`config.mk`:
```
export PLATFORM = sky130hd
export DESIGN_NAME = tga_rle_pixel_decoder
export DESIGN_NICKNAME = d
export VERILOG_FILES = /design/src/trd_pkg.sv /design/src/trd_parse.sv /design/src/trd_count.sv /design/src/tga_rle_pixel_decoder.sv
export SDC_FILE = /design/constraint.sdc
export NUM_CORES = 1
export LEC_CHECK = 0
export ABC_AREA = 1
export BUFFER_PORTS_ARGS = -buffer_cell sky130_fd_sc_hd__buf_4
export CAP_MARGIN = 20
export CORE_UTILIZATION = 50
export DETAILED_ROUTE_END_ITERATION = 6
export HOLD_SLACK_MARGIN = 0.08
export PLACE_DENSITY = 0.69
export SKIP_LAST_GASP = 1
export SYNTH_ARGS = -nofsm -noshare
export SYNTH_HDL_FRONTEND = slang
export SYNTH_SLANG_ARGS = --single-unit
```
`constraint.sdc`:
```
create_clock -name clk -period 7.97 [get_ports clk]
set_clock_uncertainty 0.1 [all_clocks]
set_input_delay 0.3985 -clock clk [delete_from_list [all_inputs] [get_ports clk]]
set_output_delay 0.3985 -clock clk [all_outputs]
set_load 0.005 [all_outputs]
```
`src/trd_pkg.sv`:
```
// ----------------------------------------------------------------------------
// trd_pkg
// shared types and constants of the tga run-length pixel decoder
// ----------------------------------------------------------------------------
package trd_pkg;

  localparam int BYTE_W     = 8;
  localparam int PIXEL_W    = 32;
  localparam int RUN_W      = 8;
  localparam int PCOUNT_W   = 25;
  localparam int BPP_W      = 3;
  localparam int BPOS_W     = 2;
  localparam int CFG_IDX_W  = 2;
  localparam int CFG_DATA_W = 25;

  localparam logic [BYTE_W-1:0] HDR_SPLIT = 8'd128;
  localparam logic [BYTE_W-1:0] REP_BIAS  = 8'd127;

  localparam logic [BPP_W-1:0] BPP_MIN   = 3'd1;
  localparam logic [BPP_W-1:0] BPP_MAX   = 3'd4;
  localparam logic [BPP_W-1:0] BPP_RESET = 3'd3;

  localparam logic [PCOUNT_W-1:0] PCOUNT_RESET = 25'd1;

  // register indexes of the configuration port
  localparam logic [CFG_IDX_W-1:0] CFG_BYTES_PER_PIXEL = 2'd0;
  localparam logic [CFG_IDX_W-1:0] CFG_PIXEL_COUNT     = 2'd1;

  typedef enum logic [1:0] {
    PH_HEADER  = 2'd0,
    PH_LITERAL = 2'd1,
    PH_REPEAT  = 2'd2
  } phase_t;

  // one completed pixel from the packet parser
  typedef struct packed {
    logic               fire;
    logic [RUN_W-1:0]   run;
    logic [PIXEL_W-1:0] value;
  } pix_evt_t;

  // clipped count and status from the pixel counter
  typedef struct packed {
    logic [RUN_W-1:0] cnt;
    logic             done;
    logic             err;
  } cnt_res_t;

endpackage

```
`src/trd_parse.sv`:
```
// ----------------------------------------------------------------------------
// trd_parse
// packet header parsing and pixel byte gathering
// ----------------------------------------------------------------------------
module trd_parse (
  input  logic                          clk,
  input  logic                          rst_n,
  input  logic                          step,
  input  logic [trd_pkg::BYTE_W-1:0]    in_byte,
  input  logic                          frame_start,
  input  logic [trd_pkg::BPP_W-1:0]     bpp,
  output trd_pkg::pix_evt_t             evt
);

  trd_pkg::phase_t              phase_r, phase_nxt, ph_cur;
  logic [trd_pkg::RUN_W-1:0]    left_r, left_nxt, left_cur;
  logic [trd_pkg::BPOS_W-1:0]   bpos_r, bpos_nxt, bpos_cur;
  logic [trd_pkg::PIXEL_W-1:0]  gather_r, gather_nxt, gather_cur, gather;
  logic [trd_pkg::BPP_W-1:0]    eff_bpp;
  logic                         last_byte;

  // frame start clears state before the byte is taken
  always_comb begin
    ph_cur     = frame_start ? trd_pkg::PH_HEADER : phase_r;
    left_cur   = frame_start ? '0 : left_r;
    bpos_cur   = frame_start ? '0 : bpos_r;
    gather_cur = frame_start ? '0 : gather_r;
  end

  always_comb begin
    if (bpp < trd_pkg::BPP_MIN) begin
      eff_bpp = trd_pkg::BPP_MIN;
    end else if (bpp > trd_pkg::BPP_MAX) begin
      eff_bpp = trd_pkg::BPP_MAX;
    end else begin
      eff_bpp = bpp;
    end
  end

  assign last_byte = ({1'b0, bpos_cur} + 3'd1) >= eff_bpp;
  assign gather = ((bpos_cur == '0) ? '0 : gather_cur)
                | ({24'b0, in_byte} << {bpos_cur, 3'b000});

  // next phase
  always_comb begin
    phase_nxt = ph_cur;
    case (ph_cur)
      trd_pkg::PH_LITERAL: begin
        if (last_byte && left_cur == 8'd1) phase_nxt = trd_pkg::PH_HEADER;
      end
      trd_pkg::PH_REPEAT: begin
        if (last_byte) phase_nxt = trd_pkg::PH_HEADER;
      end
      default: begin
        phase_nxt = (in_byte < trd_pkg::HDR_SPLIT) ? trd_pkg::PH_LITERAL
                                                   : trd_pkg::PH_REPEAT;
      end
    endcase
  end

  // datapath and pixel event
  always_comb begin
    left_nxt   = left_cur;
    bpos_nxt   = bpos_cur;
    gather_nxt = gather;
    evt.fire   = 1'b0;
    evt.run    = 8'd1;
    evt.value  = gather;
    case (ph_cur)
      trd_pkg::PH_LITERAL, trd_pkg::PH_REPEAT: begin
        if (last_byte) begin
          bpos_nxt = '0;
          evt.fire = 1'b1;
          if (ph_cur == trd_pkg::PH_LITERAL) begin
            left_nxt = left_cur - 8'd1;
            evt.run  = 8'd1;
          end else begin
            left_nxt = '0;
            evt.run  = left_cur;
          end
        end else begin
          bpos_nxt = bpos_cur + 2'd1;
        end
      end
      default: begin
        left_nxt   = (in_byte < trd_pkg::HDR_SPLIT) ? in_byte + 8'd1
                                                    : in_byte - trd_pkg::REP_BIAS;
        bpos_nxt   = '0;
        gather_nxt = '0;
      end
    endcase
  end

  always_ff @(posedge clk) begin
    if (!rst_n) begin
      phase_r  <= trd_pkg::PH_HEADER;
      left_r   <= '0;
      bpos_r   <= '0;
      gather_r <= '0;
    end else if (step) begin
      phase_r  <= phase_nxt;
      left_r   <= left_nxt;
      bpos_r   <= bpos_nxt;
      gather_r <= gather_nxt;
    end
  end

endmodule

```
`src/trd_count.sv`:
```
// ----------------------------------------------------------------------------
// trd_count
// running pixel total, clipping against the image size, sticky overflow
// ----------------------------------------------------------------------------
module trd_count (
  input  logic                          clk,
  input  logic                          rst_n,
  input  logic                          step,
  input  logic                          frame_start,
  input  trd_pkg::pix_evt_t             evt,
  input  logic [trd_pkg::PCOUNT_W-1:0]  pixel_count,
  output trd_pkg::cnt_res_t             res
);

  logic [trd_pkg::PCOUNT_W-1:0] done_r, done_nxt, done_cur, remaining, total;
  logic                         err_r, err_nxt, err_cur;
  logic [trd_pkg::RUN_W-1:0]    cnt;

  assign done_cur = frame_start ? '0 : done_r;
  assign err_cur  = frame_start ? 1'b0 : err_r;

  assign remaining = (done_cur >= pixel_count) ? '0 : pixel_count - done_cur;
  assign cnt = ({17'b0, evt.run} < remaining) ? evt.run
                                              : remaining[trd_pkg::RUN_W-1:0];
  assign total = done_cur + {17'b0, cnt};

  always_comb begin
    err_nxt  = err_cur | (evt.fire && cnt != evt.run);
    done_nxt = evt.fire ? total : done_cur;
    res.cnt  = cnt;
    res.done = (cnt != '0) && (total == pixel_count);
    res.err  = err_nxt;
  end

  always_ff @(posedge clk) begin
    if (!rst_n) begin
      done_r <= '0;
      err_r  <= 1'b0;
    end else if (step) begin
      done_r <= done_nxt;
      err_r  <= err_nxt;
    end
  end

endmodule

```
`src/tga_rle_pixel_decoder.sv`:
```
// ----------------------------------------------------------------------------
// tga_rle_pixel_decoder
// run-length pixel stream decoder, one stream byte per item
// ----------------------------------------------------------------------------
// usage
//   in channel  : in_valid/in_ready, one stream byte per item plus
//                 in_frame_start, set on the first packet header of an image
//   out channel : out_valid/out_ready, one item per completed pixel with its
//                 value, repeat count (1 for literal pixels, run length for
//                 repeat pixels), image done and sticky overflow flags
//   cfg channel : cfg_valid/cfg_ready, always ready; index 0 bytes per pixel,
//                 index 1 pixel count; write only while the block is idle
// timing
//   an item sits one cycle in the input register, its result is loaded into
//   the output register at the next edge: out_valid rises one cycle after
//   accept, and the result can be taken at the second edge after accept
//   one item per cycle sustained; the single state update between input and
//   output register sets that figure
// reset and stall
//   synchronous active-low reset empties both registers and returns the
//   parser to expecting a packet header; bytes per pixel resets to 3 and
//   pixel count to 1
//   while a result waits, items that yield no pixel still pass; a pixel item
//   holds in the input register and in_ready drops until out_ready
// ----------------------------------------------------------------------------
module tga_rle_pixel_decoder (
  input  logic                            clk,
  input  logic                            rst_n,
  // input stream
  input  logic                            in_valid,
  output logic                            in_ready,
  input  logic [trd_pkg::BYTE_W-1:0]      in_byte,
  input  logic                            in_frame_start,
  // results
  output logic                            out_valid,
  input  logic                            out_ready,
  output logic [trd_pkg::PIXEL_W-1:0]     out_pixel_value,
  output logic [trd_pkg::RUN_W-1:0]       out_repeat_count,
  output logic                            out_image_done,
  output logic                            out_overflow_error,
  // configuration
  input  logic                            cfg_valid,
  output logic                            cfg_ready,
  input  logic [trd_pkg::CFG_IDX_W-1:0]   cfg_index,
  input  logic [trd_pkg::CFG_DATA_W-1:0]  cfg_data
);

  // configuration registers
  logic [trd_pkg::BPP_W-1:0]    bpp_r;
  logic [trd_pkg::PCOUNT_W-1:0] pcount_r;

  // input register
  logic                         s1_valid_r, s1_valid_nxt;
  logic [trd_pkg::BYTE_W-1:0]   s1_byte_r;
  logic                         s1_fs_r;

  // output register
  logic                         out_valid_r, out_valid_nxt;
  logic [trd_pkg::PIXEL_W-1:0]  pixel_r;
  logic [trd_pkg::RUN_W-1:0]    count_r;
  logic                         done_r;
  logic                         err_r;

  trd_pkg::pix_evt_t            evt;
  trd_pkg::cnt_res_t            res;
  logic                         advance;
  logic                         in_take;

  assign cfg_ready = 1'b1;

  always_ff @(posedge clk) begin
    if (!rst_n) begin
      bpp_r    <= trd_pkg::BPP_RESET;
      pcount_r <= trd_pkg::PCOUNT_RESET;
    end else if (cfg_valid) begin
      case (cfg_index)
        trd_pkg::CFG_BYTES_PER_PIXEL: bpp_r    <= cfg_data[trd_pkg::BPP_W-1:0];
        trd_pkg::CFG_PIXEL_COUNT:     pcount_r <= cfg_data[trd_pkg::PCOUNT_W-1:0];
        default: ;  // unknown index ignored
      endcase
    end
  end

  // the held item moves on unless it makes a pixel and the output is blocked
  assign advance  = s1_valid_r && (!evt.fire || !out_valid_r || out_ready);
  assign in_ready = !s1_valid_r || advance;
  assign in_take  = in_valid && in_ready;

  assign s1_valid_nxt = in_take ? 1'b1 : (advance ? 1'b0 : s1_valid_r);

  always_ff @(posedge clk) begin
    if (!rst_n) begin
      s1_valid_r <= 1'b0;
    end else begin
      s1_valid_r <= s1_valid_nxt;
    end
  end

  always_ff @(posedge clk) begin
    if (in_take) begin
      s1_byte_r <= in_byte;
      s1_fs_r   <= in_frame_start;
    end
  end

  trd_parse u_parse (
    .clk         (clk),
    .rst_n       (rst_n),
    .step        (advance),
    .in_byte     (s1_byte_r),
    .frame_start (s1_fs_r),
    .bpp         (bpp_r),
    .evt         (evt)
  );

  trd_count u_count (
    .clk         (clk),
    .rst_n       (rst_n),
    .step        (advance),
    .frame_start (s1_fs_r),
    .evt         (evt),
    .pixel_count (pcount_r),
    .res         (res)
  );

  // result register, refilled in the same cycle it is taken
  assign out_valid_nxt = (advance && evt.fire) ? 1'b1
                       : (out_ready ? 1'b0 : out_valid_r);

  always_ff @(posedge clk) begin
    if (!rst_n) begin
      out_valid_r <= 1'b0;
    end else begin
      out_valid_r <= out_valid_nxt;
    end
  end

  always_ff @(posedge clk) begin
    if (advance && evt.fire) begin
      pixel_r <= evt.value;
      count_r <= res.cnt;
      done_r  <= res.done;
      err_r   <= res.err;
    end
  end

  assign out_valid          = out_valid_r;
  assign out_pixel_value    = pixel_r;
  assign out_repeat_count   = count_r;
  assign out_image_done     = done_r;
  assign out_overflow_error = err_r;

endmodule

```
==> run summary <==
status: completed
Post-synth EDFFs: 51
Critical Path Max Stage Delay: 420 ps
Layout Cell Area excl Fill: 0.01174 mm^2
Final Util: 59.56%
drt via density: 5.321
Layout Nets: 1654
WL final: 28.70 mm
max_cap viols: 0
Clk Latency, worst-skew pair: 430 ps
WL per Instance: 15.62 um
PortBufs: 84
TNS Setup: 0 ps
max_slew headroom: 26.88%
Critical Path Sink Type: flop
synthesized area: 0.01021 mm^2
Setup crit start: s1_fs_r$_DFFE_PP_
RR Endpoint: out_image_done$_DFFE_PP_
cell count after synthesis: 1487
Worst Reg-to-Reg Cells: 37
largest net degree at the start of global routing: 110
peak supply drop: 139.7 uV
Global Route Usage Sum: 27.59%
pin slew with the least headroom to its limit: 1097 ps
antenna viol nets, final: 0
sequential area share after synthesis: 34.60%
fin crit period: 7316 ps
top post-synthesis cells by count: nand2_1, inv_1, nor2_1
Ports: 86
Highest Clock Rate: 136.7 MHz
CTS H-Tree Depth: 4
Post-Syn Nets: 1582
total number of vias: 9775
number of library cell types mapped by synthesis: 44
reg-to-reg slack, setup: 650 ps
Num CTS Buffers: 17
register area: 0.003533 mm^2
Hold Startpoint: cfg_data[0]
layout cells sized above 1: 11.32%
DRT iter0 DRCs: 848
placed cell area: 0.01104 mm^2
Synth area leaders: dfxtp_1, edfxtp_1, nand2_1
non-filler cells, final: 1837
area growth from synthesis to layout: 15.00%
Synth Register Bits: 151
initial antenna violation count: 0
WS Path Type: reg -> reg
hold slack: 109.2 ps
Worst Path Max Fanout: 47
Hold Crit Class: in -> reg
Synth top area share: 19.60%
Slew Viols, Final: 0
CP max stage cell: edfxtp_1
Num Clock Sinks: 151
number of fill cells: 1855
Die ar.: 0.02100 mm^2
GRT overflow: 0
diodes inserted: 0
Worst EP required: 8160 ps
endpoints failing setup: 0
total power per unit cell area: 188.9 mW/mm^2
Rows: 51
Tcrit/Tclk final: 91.79%
area of the multi-input gates: 0.005553 mm^2
WP data arrival: 7500 ps
Min-Delay Path Depth: 3
Initial DRT Pass Iterations: 5
area leader, netlist: dfxtp_1
hpwl dp: 21.39 mm
most common cell in the synthesized netlist: nand2_1
placed cell count: 1793
core area: 0.01972 mm^2
CTS max path bufs: 2
DRC errors left: 0
FF-to-FF Start: s1_fs_r$_DFFE_PP_
YS warnings: 0
startpoint types: flop
WHS Endpoint: pcount_r[0]$_SDFFE_PN1P_
Die Ht: 144.9 um
P_leak: 5.386 nW
initial core utilization: 51.79%
Worst-path clk slew: 70 ps
final hold viol count: 0
fraction of registers with async set/reset: 0%
syn avg cell area: 6.868 um^2
vias in the first global route: 9183
post-route setup slack: 654.2 ps
dpl ws: 558.3 ps
first-pass GRT wire length: 46.26 mm
Horiz. Die Dim: 144.9 um
CTS tree: built
Main synth FF type: dfxtp_1
routability-driven placement congestion ratio: 0.9564
RSZ-0062 raised after global routing: no
Power Total: 2.218 mW
Clock Tree Root: clkbuf_16
==> cell type report <==
type / count / area share, %
inverters: 244 / 7.863
clock buffers: 17 / 3.622
clock inverters: 15 / 1.183
multi-input cells: 1038 / 47.28
repair buffers: 107 / 7.138
well taps: 265 / 2.823
flip-flops and latches: 151 / 30.09
==> worst max-delay path: cells and delay by family (launching register included) <==
kind	cells	cell delay (ps)
xor gates and xnor gates	2	440
adders and majority gates	4	1190
buffers and inverters	6	760
DFF	1	420
AOI/OAI and AO/OA	4	490
and+or+nand+nor	21	3770
==> routing by layer <==
layer,track usage (%),part of all wire (%)
met5,0,0
met4,8.989,2.2
met3,5.252,6.1
met2,44.93,45
met1,36.60,47
==> flip-flops by register name, indices dropped and copies added (netlist names) <==
register	cells
bpp_r	3
out_repeat_count	8
s1_byte_r	8
u_parse.gather_r	32
s1_valid_r	1
out_valid	1
u_parse.phase_r	2
s1_fs_r	1
u_parse.bpos_r	2
u_parse.left_r	8
out_image_done	1
out_pixel_value	32
u_count.done_r	25
pcount_r	25
out_overflow_error	1
u_count.err_r	1
==> worst max path at each step <==
stage | depth (start not counted) | endpoint | slack [ps]
after detailed placement | 39 | out_image_done$_DFFE_PP_ | 560
after global placement | 41 | out_image_done$_DFFE_PP_ | 830
after CTS | 39 | out_image_done$_DFFE_PP_ | 510
after global routing | 36 | out_image_done$_DFFE_PP_ | 10
after floorplan | 39 | out_image_done$_DFFE_PP_ | 1360
final | 37 | out_image_done$_DFFE_PP_ | 650
==> cell usage in the layout (no fill, tap or decap), types with 5 or more instances in the layout <==
cell           synthesis  routed
a211oi_1              34      34
a21oi_1              116     116
and2_1                 5       5
buf_4                  1      97
clkbuf_16              0      17
clkinv_1               4       5
dfxtp_1              100     100
dlygate4sd3_1          0       9
edfxtp_1              51      51
ha_1                  52      52
inv_1                236     234
nand2_1              384     383
nand2_2               15      15
nand3_1               64      63
nand3b_1               6       6
nand4_1               17      17
nor2_1               146     145
nor2_2                 5       6
nor3_1                13      13
o211ai_1               9       9
o21ai_0               58      58
o32ai_1               32      32
or2_2                  5       5
xnor2_1               17      17
xor2_1                31      31
==> what timing repair did <==
action / CTS / global route
gates resized for setup: 0 / 4
setup endpoints to repair: 0 / 3
buffers inserted: 0 / 2
hold endpoints to repair: 9 / 0
hold buffers: 9 / 0
==> report_power, final <==
part	internal, mW	switching [mW]	total (mW)
Combinational	0.198	0.386	0.584
Sequential	0.828	0.0232	0.851
Clock	0.413	0.370	0.783
==> kinds of logic (layout without fill, tap and decap cells) <==
logic type | Yosys count | count (layout) | synth area share [%]
AO/OA/AOI/OAI | 268 | 268 | 15.99
buffers and inverters | 298 | 383 | 11.17
flip-flops | 151 | 151 | 34.60
AND/OR/NAND/NOR | 667 | 667 | 27.32
XOR/XNOR | 48 | 48 | 4.117
other | 1 | 1 | 0.03672
adder cells (fa/ha/maj) | 54 | 54 | 6.763
Note: power is estimated with default switching activity, not from simulation.
